==> src/rtl/core/spad_pkg.sv <==
// spad_pkg: shared types, constants and the advance table of the spark
// advance and dwell scheduler; no dependencies
package spad_pkg;

  localparam int SPEED_BINS = 16;
  localparam int LOAD_BINS  = 12;
  localparam int CYLINDERS  = 2;

  // shared divider and multiplier widths
  localparam int DIV_DW = 32;
  localparam int DIV_VW = 20;
  localparam int MUL_AW = 20;
  localparam int MUL_BW = 18;

  // configuration register indexes
  localparam logic [1:0] REG_MIN_ADV = 2'd0;
  localparam logic [1:0] REG_MAX_ADV = 2'd1;
  localparam logic [1:0] REG_DWELL   = 2'd2;

  // alarm request codes
  localparam logic [1:0] REQ_NONE   = 2'd0;
  localparam logic [1:0] REQ_SET    = 2'd1;
  localparam logic [1:0] REQ_CANCEL = 2'd2;

  // pending action codes
  localparam logic [1:0] ACT_NONE   = 2'd0;
  localparam logic [1:0] ACT_CHARGE = 2'd1;
  localparam logic [1:0] ACT_FIRE   = 2'd2;

  localparam logic [13:0] MIN_RPM     = 14'd200;
  localparam logic [5:0]  DWELL_CAP   = 6'd60;
  localparam logic [31:0] ALARM_MAX   = 32'd200000;
  localparam logic [31:0] US_PER_DEG3 = 32'd500000;
  // six times the us-rpm product at or above this gives more than 60 degrees
  localparam logic [31:0] DWELL_SAT   = 32'd61000000;
  // ceil(2^31 / 15625): x / 1e6 taken as ((x >> 6) * RECIP_US) >> 31
  localparam logic [17:0] RECIP_US    = 18'd137439;
  localparam logic [17:0] RECIP10     = 18'd52429;
  localparam logic [9:0]  CYCLE_DEG   = 10'd720;
  localparam logic [2:0]  NEAR_DEG    = 3'd5;

  localparam logic signed [11:0] TDC_DEG [2] = '{12'sd0, 12'sd360};

  localparam logic [13:0] SPEED_AXIS [SPEED_BINS] = '{
    14'd800, 14'd1000, 14'd1200, 14'd1500, 14'd1800, 14'd2200, 14'd2600, 14'd3000,
    14'd3500, 14'd4000, 14'd4500, 14'd5000, 14'd5500, 14'd6000, 14'd6500, 14'd7000};

  localparam logic [8:0] LOAD_AXIS [LOAD_BINS] = '{
    9'd0, 9'd50, 9'd100, 9'd150, 9'd200, 9'd250, 9'd300, 9'd350, 9'd400, 9'd450,
    9'd480, 9'd500};

  localparam logic [5:0] ADV_ROM [SPEED_BINS][LOAD_BINS] = '{
    '{6'd8,  6'd8,  6'd7,  6'd7,  6'd6,  6'd6,  6'd5,  6'd5,  6'd5,  6'd4,  6'd4,  6'd4},
    '{6'd10, 6'd10, 6'd9,  6'd9,  6'd8,  6'd8,  6'd7,  6'd7,  6'd6,  6'd6,  6'd5,  6'd5},
    '{6'd12, 6'd12, 6'd11, 6'd11, 6'd10, 6'd10, 6'd9,  6'd9,  6'd8,  6'd7,  6'd6,  6'd6},
    '{6'd15, 6'd14, 6'd13, 6'd12, 6'd12, 6'd11, 6'd10, 6'd10, 6'd9,  6'd8,  6'd7,  6'd7},
    '{6'd18, 6'd17, 6'd16, 6'd15, 6'd14, 6'd13, 6'd12, 6'd11, 6'd10, 6'd9,  6'd8,  6'd8},
    '{6'd22, 6'd21, 6'd20, 6'd18, 6'd17, 6'd16, 6'd15, 6'd14, 6'd13, 6'd12, 6'd10, 6'd10},
    '{6'd25, 6'd24, 6'd23, 6'd21, 6'd20, 6'd18, 6'd17, 6'd16, 6'd15, 6'd13, 6'd12, 6'd11},
    '{6'd28, 6'd27, 6'd25, 6'd23, 6'd22, 6'd20, 6'd19, 6'd17, 6'd16, 6'd14, 6'd13, 6'd12},
    '{6'd30, 6'd29, 6'd27, 6'd25, 6'd23, 6'd22, 6'd20, 6'd19, 6'd17, 6'd16, 6'd14, 6'd13},
    '{6'd32, 6'd30, 6'd28, 6'd26, 6'd24, 6'd23, 6'd21, 6'd20, 6'd18, 6'd17, 6'd15, 6'd14},
    '{6'd33, 6'd31, 6'd29, 6'd27, 6'd25, 6'd24, 6'd22, 6'd21, 6'd19, 6'd17, 6'd16, 6'd15},
    '{6'd34, 6'd32, 6'd30, 6'd28, 6'd26, 6'd25, 6'd23, 6'd22, 6'd20, 6'd18, 6'd17, 6'd16},
    '{6'd34, 6'd32, 6'd30, 6'd28, 6'd26, 6'd25, 6'd23, 6'd22, 6'd20, 6'd18, 6'd17, 6'd16},
    '{6'd33, 6'd31, 6'd29, 6'd27, 6'd25, 6'd24, 6'd22, 6'd21, 6'd19, 6'd18, 6'd16, 6'd15},
    '{6'd32, 6'd30, 6'd28, 6'd26, 6'd24, 6'd23, 6'd21, 6'd20, 6'd18, 6'd17, 6'd15, 6'd14},
    '{6'd30, 6'd28, 6'd26, 6'd24, 6'd22, 6'd21, 6'd19, 6'd18, 6'd17, 6'd16, 6'd14, 6'd13}};

  typedef struct packed {
    logic busy;
    logic done;
  } div_stat_t;

  function automatic logic [5:0] adv_at(logic [3:0] r, logic [3:0] m);
    return ADV_ROM[r][m];
  endfunction

endpackage

==> src/rtl/core/spad_mul.sv <==
// spad_mul: shared unsigned multiplier with registered product
// depends on spad_pkg for operand widths
module spad_mul #(
  parameter int AW = spad_pkg::MUL_AW,
  parameter int BW = spad_pkg::MUL_BW
) (
  input  logic          clk,
  input  logic [AW-1:0] a,
  input  logic [BW-1:0] b,
  output logic [AW+BW-1:0] p
);
  import spad_pkg::*;

  always_ff @(posedge clk) begin
    p <= (AW+BW)'(a) * (AW+BW)'(b);
  end

endmodule

==> src/rtl/core/spad_div.sv <==
// spad_div: shared restoring divider, one quotient bit per cycle
// depends on spad_pkg for widths and the status struct
module spad_div #(
  parameter int DW = spad_pkg::DIV_DW,
  parameter int VW = spad_pkg::DIV_VW
) (
  input  logic                clk,
  input  logic                rst,
  input  logic                start,
  input  logic [DW-1:0]       dividend,
  input  logic [VW-1:0]       divisor,
  output logic [DW-1:0]       quotient,
  output spad_pkg::div_stat_t stat
);
  import spad_pkg::*;

  localparam int CW = $clog2(DW);

  logic [CW-1:0] cnt;
  logic [VW-1:0] rem;
  logic [VW-1:0] dv;
  logic [VW:0]   sh;
  logic [VW:0]   diff;
  logic          qbit;
  logic [VW-1:0] rem_next;

  assign sh       = {rem, quotient[DW-1]};
  assign diff     = sh - {1'b0, dv};
  assign qbit     = (sh >= {1'b0, dv});
  assign rem_next = qbit ? diff[VW-1:0] : sh[VW-1:0];

  always_ff @(posedge clk) begin
    if (rst) begin
      stat <= '0;
      cnt  <= '0;
    end else begin
      stat.done <= 1'b0;
      if (start) begin
        stat.busy <= 1'b1;
        cnt       <= '0;
      end else if (stat.busy) begin
        cnt <= cnt + 1'b1;
        if (cnt == CW'(DW - 1)) begin
          stat.busy <= 1'b0;
          stat.done <= 1'b1;
        end
      end
    end
  end

  always_ff @(posedge clk) begin
    if (start) begin
      rem      <= '0;
      quotient <= dividend;
      dv       <= divisor;
    end else if (stat.busy) begin
      rem      <= rem_next;
      quotient <= {quotient[DW-2:0], qbit};
    end
  end

  a_done_after_busy: assert property (@(posedge clk) disable iff (rst)
    stat.done |-> $past(stat.busy))
    else $error("divider done without a running division");

  a_no_restart: assert property (@(posedge clk) disable iff (rst)
    start |-> !stat.busy)
    else $error("divider started while busy");

  a_end_gives_done: assert property (@(posedge clk) disable iff (rst)
    $fell(stat.busy) |-> stat.done)
    else $error("division ended without done");

  a_busy_not_done: assert property (@(posedge clk) disable iff (rst)
    stat.busy |-> !stat.done)
    else $error("divider busy and done together");

endmodule

==> src/rtl/core/spark_advance_dwell_scheduler.sv <==
// spark_advance_dwell_scheduler: top level, sequencer around one shared
// multiplier (spad_mul) and one shared divider (spad_div); uses spad_pkg
//
// One item at a time. An alarm expiry or a kill (no sync, or speed below 200
// rpm) goes from setup straight to the output state. A control tick runs 13
// multiplier steps for the table interpolation, dwell product, dwell angle
// by reciprocal and crank scaling, one division for the advance and a scan
// of the request slots, plus one more division for every charge or fire
// request that the tick raises; at most one per cylinder. The 32-step
// divider takes the largest share of the time. The result sits in an output
// register, so the next item is taken while it waits.
module spark_advance_dwell_scheduler (
  input  logic        clk,
  input  logic        rst,
  input  logic        s_tvalid,
  output logic        s_tready,
  input  logic [39:0] s_tdata,   // engine_speed, load_pressure, crank_tenths, synced
  input  logic        s_tuser,   // command
  output logic        m_tvalid,
  input  logic        m_tready,
  output logic [39:0] m_tdata,   // coil_drive, advance_q8, alarm_request, alarm_delay_us,
                                 // alarm_action, alarm_cylinder
  input  logic        cfg_we,
  input  logic [1:0]  cfg_index,
  input  logic [14:0] cfg_data
);
  import spad_pkg::*;

  typedef enum logic [6:0] {
    ST_IDLE      = 7'b000_0001,
    ST_SETUP     = 7'b000_0010,
    ST_MUL       = 7'b000_0100,
    ST_DIV_ADV   = 7'b000_1000,
    ST_PLAN      = 7'b001_0000,
    ST_ALARM     = 7'b010_0000,
    ST_OUT       = 7'b100_0000
  } state_t;

  state_t state;

  // configuration
  logic signed [6:0] min_adv;
  logic signed [6:0] max_adv;
  logic [14:0]       dwell_time_us;

  // block state
  logic [1:0]         armed;
  logic [1:0]         charging;
  logic [1:0]         pact;
  logic               pcyl;
  logic signed [14:0] cadv;

  // latched item
  logic               cmd_r;
  logic [13:0]        rpm_r;
  logic signed [11:0] load_r;
  logic [12:0]        tenths_r;
  logic               sync_r;

  // interpolation cell
  logic [3:0] ri, mi, ri_c, mi_c;
  logic [8:0] dr, wr, dr_c, wr_c;
  logic [5:0] dm, wm, dm_c, wm_c;
  logic [8:0] lc;
  logic [13:0] lo_s;
  logic [8:0]  lo_m;

  // work registers
  logic [3:0]  step;
  logic [14:0] t00, t10, t01, t11;
  logic [19:0] acc;
  logic [14:0] den;
  logic [29:0] dwp;
  logic [31:0] dwx;
  logic [9:0]  cur;
  logic [9:0]  q10;
  logic [5:0]  dwell;
  logic [3:0]  rq;
  logic [2:0]  nsel [4];
  logic [1:0]  ai;
  logic        dstarted;
  logic [1:0]  req_o;
  logic [17:0] delay_o;

  // shared units
  logic [MUL_AW-1:0]        mul_a;
  logic [MUL_BW-1:0]        mul_b;
  logic [MUL_AW+MUL_BW-1:0] p;
  logic                     div_start;
  logic [DIV_DW-1:0]        div_n;
  logic [DIV_VW-1:0]        div_d;
  logic [DIV_DW-1:0]        quo;
  div_stat_t                dstat;

  // plan lanes
  logic signed [15:0] adj;
  logic signed [11:0] advd;
  logic signed [11:0] fire_a [2];
  logic signed [11:0] chg_a  [2];
  logic signed [11:0] dc_a   [2];
  logic signed [11:0] df_a   [2];
  logic [3:0]         rq_c;
  logic [1:0]         arm_c;

  logic signed [15:0] qs, mn, mx, clamp_lo, clamp_hi;
  logic [15:0]        rpm3;
  logic               alarm_ok;

  assign s_tready = (state == ST_IDLE);

  // table cell search over the constant axes
  always_comb begin
    if (load_r < 0) lc = 9'd0;
    else if (load_r > 12'sd500) lc = 9'd500;
    else lc = load_r[8:0];
    ri_c = '0;
    for (int i = 0; i < SPEED_BINS - 1; i++) begin
      if (rpm_r >= SPEED_AXIS[i]) ri_c = 4'(i);
    end
    mi_c = '0;
    for (int i = 0; i < LOAD_BINS - 1; i++) begin
      if (lc >= LOAD_AXIS[i]) mi_c = 4'(i);
    end
    lo_s = SPEED_AXIS[ri_c];
    lo_m = LOAD_AXIS[mi_c];
    dr_c = 9'(SPEED_AXIS[4'(ri_c + 4'd1)] - lo_s);
    dm_c = 6'(LOAD_AXIS[4'(mi_c + 4'd1)] - lo_m);
    if (rpm_r < lo_s) wr_c = '0;
    else if ((rpm_r - lo_s) > 14'(dr_c)) wr_c = dr_c;
    else wr_c = 9'(rpm_r - lo_s);
    if (lc < lo_m) wm_c = '0;
    else if ((lc - lo_m) > 9'(dm_c)) wm_c = dm_c;
    else wm_c = 6'(lc - lo_m);
  end

  // six times the us-rpm product
  assign dwx = {dwp, 2'b00} + {1'b0, dwp, 1'b0};

  // multiplier operand schedule
  always_comb begin
    unique case (step)
      4'd0: begin mul_a = 20'(dr - wr); mul_b = 18'(dm - wm); end
      4'd1: begin mul_a = 20'(wr);      mul_b = 18'(dm - wm); end
      4'd2: begin mul_a = 20'(dr - wr); mul_b = 18'(wm);      end
      4'd3: begin mul_a = 20'(wr);      mul_b = 18'(wm);      end
      4'd4: begin mul_a = 20'(t00); mul_b = 18'(adv_at(ri, mi)); end
      4'd5: begin mul_a = 20'(t10); mul_b = 18'(adv_at(4'(ri + 4'd1), mi)); end
      4'd6: begin mul_a = 20'(t01); mul_b = 18'(adv_at(ri, 4'(mi + 4'd1))); end
      4'd7: begin
        mul_a = 20'(t11);
        mul_b = 18'(adv_at(4'(ri + 4'd1), 4'(mi + 4'd1)));
      end
      4'd8:  begin mul_a = 20'(dr);            mul_b = 18'(dm);    end
      4'd9:  begin mul_a = 20'(dwell_time_us); mul_b = 18'(rpm_r); end
      4'd10: begin mul_a = 20'(tenths_r);      mul_b = RECIP10;    end
      // only meaningful below the saturation point, where x >> 6 fits 20 bits
      4'd11: begin mul_a = dwx[25:6];          mul_b = RECIP_US;   end
      default: begin mul_a = '0; mul_b = '0; end
    endcase
  end

  spad_mul #(.AW(MUL_AW), .BW(MUL_BW)) u_mul (
    .clk (clk),
    .a   (mul_a),
    .b   (mul_b),
    .p   (p)
  );

  assign q10  = p[28:19];
  assign rpm3 = {1'b0, rpm_r, 1'b0} + {2'b00, rpm_r};

  // divider operand select
  always_comb begin
    unique case (state)
      ST_DIV_ADV: begin
        div_n = 32'({acc, 8'h00}) + 32'(den >> 1);
        div_d = 20'(den);
      end
      default: begin
        div_n = 32'(nsel[ai]) * US_PER_DEG3;
        div_d = 20'(rpm3);
      end
    endcase
    div_start = !dstarted &&
                ((state == ST_DIV_ADV) || ((state == ST_ALARM) && rq[ai]));
  end

  spad_div #(.DW(DIV_DW), .VW(DIV_VW)) u_div (
    .clk      (clk),
    .rst      (rst),
    .start    (div_start),
    .dividend (div_n),
    .divisor  (div_d),
    .quotient (quo),
    .stat     (dstat)
  );

  // advance clamp, upper bound wins when the window is inverted
  always_comb begin
    qs       = {2'b00, quo[13:0]};
    mn       = {min_adv[6], min_adv, 8'h00};
    mx       = {max_adv[6], max_adv, 8'h00};
    clamp_lo = (qs < mn) ? mn : qs;
    clamp_hi = (clamp_lo > mx) ? mx : clamp_lo;
  end

  assign alarm_ok = (quo != '0) && (quo <= ALARM_MAX);

  // per-cylinder angle lanes
  always_comb begin
    adj  = {cadv[14], cadv} + (cadv[14] ? 16'sd255 : 16'sd0);
    advd = 12'(adj >>> 8);
    rq_c  = '0;
    arm_c = armed;
    for (int c = 0; c < 2; c++) begin
      fire_a[c] = TDC_DEG[c] - advd;
      if (fire_a[c] < 0) fire_a[c] = fire_a[c] + 12'sd720;
      chg_a[c] = fire_a[c] - $signed({6'b0, dwell});
      if (chg_a[c] < 0) chg_a[c] = chg_a[c] + 12'sd720;
      dc_a[c] = chg_a[c] - $signed({2'b0, cur});
      if (dc_a[c] < 0) dc_a[c] = dc_a[c] + 12'sd720;
      df_a[c] = fire_a[c] - $signed({2'b0, cur});
      if (df_a[c] < 0) df_a[c] = df_a[c] + 12'sd720;
      if (c < CYLINDERS) begin
        if ((dc_a[c] <= $signed({9'b0, NEAR_DEG})) && !armed[c] && !charging[c]) begin
          rq_c[2*c] = 1'b1;
          arm_c[c]  = 1'b1;
        end
        if (charging[c] && (df_a[c] <= $signed({9'b0, NEAR_DEG}))) rq_c[2*c+1] = 1'b1;
      end
    end
  end

  always_ff @(posedge clk) begin
    if (rst) begin
      state         <= ST_IDLE;
      m_tvalid      <= 1'b0;
      min_adv       <= 7'sd0;
      max_adv       <= 7'sd40;
      dwell_time_us <= 15'd3000;
      armed         <= '0;
      charging      <= '0;
      pact          <= ACT_NONE;
      pcyl          <= 1'b0;
      cadv          <= 15'sd2560;
      step          <= '0;
      dstarted      <= 1'b0;
      ai            <= '0;
    end else begin
      if (cfg_we) begin
        unique case (cfg_index)
          REG_MIN_ADV: min_adv       <= cfg_data[6:0];
          REG_MAX_ADV: max_adv       <= cfg_data[6:0];
          REG_DWELL:   dwell_time_us <= cfg_data;
          default: ;
        endcase
      end
      if (m_tvalid && m_tready) m_tvalid <= 1'b0;
      if (div_start) dstarted <= 1'b1;

      unique case (state)
        ST_IDLE: begin
          if (s_tvalid) begin
            cmd_r    <= s_tuser;
            rpm_r    <= s_tdata[13:0];
            load_r   <= s_tdata[25:14];
            tenths_r <= s_tdata[38:26];
            sync_r   <= s_tdata[39];
            state    <= ST_SETUP;
          end
        end
        ST_SETUP: begin
          req_o   <= REQ_NONE;
          delay_o <= '0;
          if (cmd_r) begin
            pact <= ACT_NONE;
            if ((CYLINDERS > 1) || (pcyl == 1'b0)) begin
              if (pact == ACT_CHARGE) begin
                charging[pcyl] <= 1'b1;
              end else if (pact == ACT_FIRE) begin
                charging[pcyl] <= 1'b0;
                armed[pcyl]    <= 1'b0;
              end
            end
            state <= ST_OUT;
          end else if (!sync_r || (rpm_r < MIN_RPM)) begin
            pact     <= ACT_NONE;
            armed    <= '0;
            charging <= '0;
            req_o    <= REQ_CANCEL;
            state    <= ST_OUT;
          end else begin
            ri    <= ri_c;
            mi    <= mi_c;
            dr    <= dr_c;
            dm    <= dm_c;
            wr    <= wr_c;
            wm    <= wm_c;
            step  <= '0;
            state <= ST_MUL;
          end
        end
        ST_MUL: begin
          step <= step + 4'd1;
          unique case (step)
            4'd1: t00 <= p[14:0];
            4'd2: t10 <= p[14:0];
            4'd3: t01 <= p[14:0];
            4'd4: t11 <= p[14:0];
            4'd5: acc <= p[19:0];
            4'd6, 4'd7, 4'd8: acc <= acc + p[19:0];
            4'd9: den <= p[14:0];
            4'd10: dwp <= p[29:0];
            4'd11: cur <= (q10 >= CYCLE_DEG) ? q10 - CYCLE_DEG : q10;
            4'd12: begin
              dwell    <= (dwx >= DWELL_SAT) ? DWELL_CAP : p[36:31];
              dstarted <= 1'b0;
              state    <= ST_DIV_ADV;
            end
            default: ;
          endcase
        end
        ST_DIV_ADV: begin
          if (dstarted && dstat.done) begin
            cadv     <= clamp_hi[14:0];
            dstarted <= 1'b0;
            state    <= ST_PLAN;
          end
        end
        ST_PLAN: begin
          rq    <= rq_c;
          armed <= arm_c;
          for (int c = 0; c < 2; c++) begin
            nsel[2*c]   <= dc_a[c][2:0];
            nsel[2*c+1] <= df_a[c][2:0];
          end
          ai    <= '0;
          state <= ST_ALARM;
        end
        ST_ALARM: begin
          // requests in cylinder order, charge before fire; last accepted wins
          if (!rq[ai]) begin
            ai <= ai + 2'd1;
            if (ai == 2'd3) state <= ST_OUT;
          end else if (dstarted && dstat.done) begin
            if (alarm_ok) begin
              pact    <= ai[0] ? ACT_FIRE : ACT_CHARGE;
              pcyl    <= ai[1];
              req_o   <= REQ_SET;
              delay_o <= quo[17:0];
            end
            dstarted <= 1'b0;
            ai       <= ai + 2'd1;
            if (ai == 2'd3) state <= ST_OUT;
          end
        end
        ST_OUT: begin
          if (!m_tvalid || m_tready) begin
            m_tdata  <= {pcyl, pact, delay_o, req_o, cadv, charging};
            m_tvalid <= 1'b1;
            state    <= ST_IDLE;
          end
        end
        default: state <= ST_IDLE;
      endcase
    end
  end

endmodule
==> config.mk <==
export PLATFORM = sky130hd
export DESIGN_NAME = spark_advance_dwell_scheduler
export DESIGN_NICKNAME = d
export VERILOG_FILES = /design/src/rtl/core/spad_pkg.sv /design/src/rtl/core/spad_mul.sv /design/src/rtl/core/spad_div.sv /design/src/rtl/core/spark_advance_dwell_scheduler.sv
export SDC_FILE = /design/constraint.sdc
export NUM_CORES = 2
export LEC_CHECK = 0
export BUFFER_PORTS_ARGS = -buffer_cell sky130_fd_sc_hd__clkbuf_2
export CAP_MARGIN = 20
export CORE_MARGIN = 5
export CORE_UTILIZATION = 25
export CTS_BUF_LIST = sky130_fd_sc_hd__clkbuf_4
export DETAILED_ROUTE_END_ITERATION = 10
export PLACE_DENSITY_LB_ADDON = 0.25
export REMOVE_ABC_BUFFERS = 1
export SLEW_MARGIN = 5
export SYNTH_ARGS = -nofsm -noshare
export SYNTH_HDL_FRONTEND = slang
export SYNTH_SLANG_ARGS = --single-unit
==> constraint.sdc <==
create_clock -name clk -period 11.09 [get_ports clk]
set_input_delay 1.6635 -clock clk [delete_from_list [all_inputs] [get_ports clk]]
set_output_delay 1.6635 -clock clk [all_outputs]
set_load 0.005 [all_outputs]
==> results by group <==
Run status
  – Status: completed

Die
  – Die area: 186000 um^2
  – Die height: 432 um
  – Initial core utilization: 0.252
  – # rows: 154
  – Die W: 432 um
  – I/O pins: 105
  – Core area: 176000 um^2

STA
  – Worst Tran Pin Value: 1.12 ns
  – Worst hold slack: 0.412 ns
  – Final hold viol count: 0
  – Unrepaired setup endpoints after global routing: false
  – Final setup violation count: 0
  – Clock Skews: 0.0925 ns
  – Final worst path period need: 9.75 ns
  – Crit share post-route: 0.879
  – Fmax: 103 MHz
  – Slew HR: 0.249
  – Slew Limit Fails: 0
  – Setup TNS: 0 ns

GRT
  – Pin count of the biggest net entering global routing: 67
  – First-pass GRT wire length: 220 mm
  – Vias in the first global route: 36500
  – M2 GR Usage: 0.253
  – GRT Max-Usage Layer: met2
  – Initial antenna violation count: 5
  – Gr usage total: 0.152
  – GR Util met1: 0.203
  – Met3 Usage GRT: 0.0218
  – Grt ovf: 0

Finish
  – Area grow syn2layout: 11.8%
  – Layout cells sized above 1: 0.107
  – Non-filler cells, final: 7482
  – Finished Core Util: 0.282
  – Filler cells: 19000
  – Final nets: 5781

Synthesis
  – Post-synth top area share: 0.226
  – Cell count after synthesis: 4902
  – Synth area leader: edfxtp_1
  – Synthesized flop and latch total: 465
  – Post-synth EDFFs: 335
  – Synth unique cells: 106
  – Synthesized area: 44500 um^2
  – Synth area leaders: edfxtp_1 (23%), fa_1 (14%), ha_1 (11%)
  – Syn_area_per_cell: 9.07 um^2
  – Sequential-to-total area share from yosys stat: 0.285
  – Ys flop type: edfxtp_1
  – Post-synth ARST share: 0
  – Yosys warns: 0

Clock tree
  – H-tree depth: 4
  – Hold-fix buffers, CTS: 0
  – Clock Sinks: 465
  – CTS tree: yes
  – Worst-path clk slew: 0.06 ns
  – Bufs on Longest Clock Path: 3
  – CTS Root Cell: clkbuf_4
  – TritonCTS Buffers: 141
  – Post-cts gate resize count: 0
  – Clk_lat worst skew: 1.07 ns
  – Setup bufs post-CTS: 0

Hold path
  – Hold Crit Class: reg -> reg

Worst setup path
  – Worst endpoint required time: 12.07 ns
  – Setup CP Type: reg -> reg
  – Maximum fanout along the worst path: 19
  – Worst setup SP type: flop
  – CP max stage delay: 0.81 ns
  – Slowest CP cell: ha_1
  – Worst path arrival time: 10.73 ns
  – CP Capture Type: flop

Flow run
  – Max Cap Viol: 0

Power
  – Power density cells: 182 nW/um^2
  – Power, Total: 9.05 mW
  – Leakage: 21.2 nW
  – Max VDD drop: 0.254 mV

Routing
  – Starting DRT DRC Count: 2673
  – Routed via count: 36400
  – Final wirelength: 143 mm
  – Drt pass-1 iters: 6
  – Post-route ant nets: 0
  – Drc violations: 0
  – DR vias/cell: 4.87
  – Routed len/inst: 19.1 um

Place
  – DP Cell Count: 7212
  – Port bufs: 104
  – DPL Wire Length: 110 mm
  – Final GP Congestion: 0.869
worst paths after layout:
path                from          end  slack (ns)  depth (start not counted)
max                ri[1]  u_mul.p[35]        1.34                         35
min          u_mul.p[29]      dwp[29]        0.41                          0
max reg2reg        ri[1]  u_mul.p[35]        1.34                         35
min reg2reg  u_mul.p[29]      dwp[29]        0.41                          0
cell families (layout without fill, tap and decap cells):
kind of cell	Yosys count	count (layout)	synth area share
DFF	465	465	0.285
muxes	97	97	0.0311
AOI/OAI and AO/OA	1202	1202	0.174
adders and majority gates	703	703	0.249
other	2	13	0.000169
xor gates and xnor gates	207	207	0.0408
buffers and inverters	777	1006	0.0664
and+or+nand+nor	1449	1449	0.154
sequential cells by signal, indices dropped and copies added (netlist names), 9 cells and up, named ones only:
name and cells:
m_tdata 40, t11 15, t00 15, u_div.rem 20, dwell_time_us 15, u_div.dv 16, u_div.quotient 32, cur 10
tenths_r 13, rpm_r 14, acc 20, load_r 12, t10 15, den 15, delay_o 18, wr 9
dwp 30, u_mul.p 36, cadv 15, t01 15
metal layers:
| metal | routed length [um] | vias up |
|---|---|---|
| met2 | 67300 | 1026 |
| met4 | 3760 | 0 |
| met3 | 6610 | 203 |
| met5 | 0 | - |
| li1 | - | 17400 |
| met1 | 65500 | 17800 |
critical path, delay by kind of cell (launching register included):
kind	cells	cell delay, ns
compound gates	14	3.59
xor+xnor	1	0.16
fa+ha+maj	9	3.82
buf+inv	7	0.92
flops	1	0.44
mux	1	0.49
simple gates	3	0.27
placed cells by master (no fill, tap or decap), types with 16 or more instances in the layout:
master,Yosys,layout
nor3_1,75,74
o31ai_1,30,30
nor2b_1,77,77
clkbuf_4,0,212
buf_4,2,85
dfxtp_1,130,130
nand4_1,37,37
and2_1,63,63
a211oi_1,40,38
a21o_1,88,88
nand2_1,535,535
o21ai_0,248,242
o22ai_1,18,18
o21a_1,55,55
a31oi_1,43,43
xor2_1,76,76
edfxtp_1,335,335
o21bai_1,32,32
nand2b_1,71,70
and3_1,30,30
mux4_2,32,32
nor2_1,355,352
a221oi_1,16,16
clkinv_1,2,27
a22oi_1,62,62
o211ai_1,35,35
inv_1,553,553
nand3b_1,24,24
nor4_1,27,27
a21oi_1,359,357
a22o_1,18,18
ha_1,399,399
or2_2,25,25
clkbuf_2,0,103
fa_1,303,303
a21boi_0,18,18
xnor2_1,131,131
mux2i_1,54,54
nand3_1,57,57
Yosys cell counts (43+ instances only):
library cell,number
inv_1,553
nand3_1,57
a22oi_1,62
a31oi_1,43
dfxtp_1,130
o21ai_0,248
nor2b_1,77
ha_1,399
fa_1,303
nand2b_1,71
edfxtp_1,335
o21a_1,55
xor2_1,76
nor2_1,355
clkbuf_1,179
xnor2_1,131
mux2i_1,54
a21oi_1,359
nor3_1,75
a21o_1,88
and2_1,63
nand2_1,535
per-stage QoR:
step                setup slack, ns  area [um^2]
finish                         1.34        49700
global placement               1.54        47800
global route                  0.703        49700
floorplan                      1.00        43600
detailed placement             1.41        47800
CTS                            1.36        49700
power breakdown:
group,switching (mW),internal [mW]
combinational,2.85,2.17
clock,0.831,0.932
sequential,0.167,2.11
layout make-up:
class,instances,area (um^2),area share
sequential,465,12700,0.255
inverter,556,2090,0.0420
clock inverter,47,290,0.00584
multi-input combinational,3661,28900,0.582
tap,2340,2930,0.0589
timing repair buffer,191,1200,0.0242
antenna,10,25.0,0.000503
clock buffer,212,1590,0.0320
No activity file was read; power rests on OpenSTA's default activity.
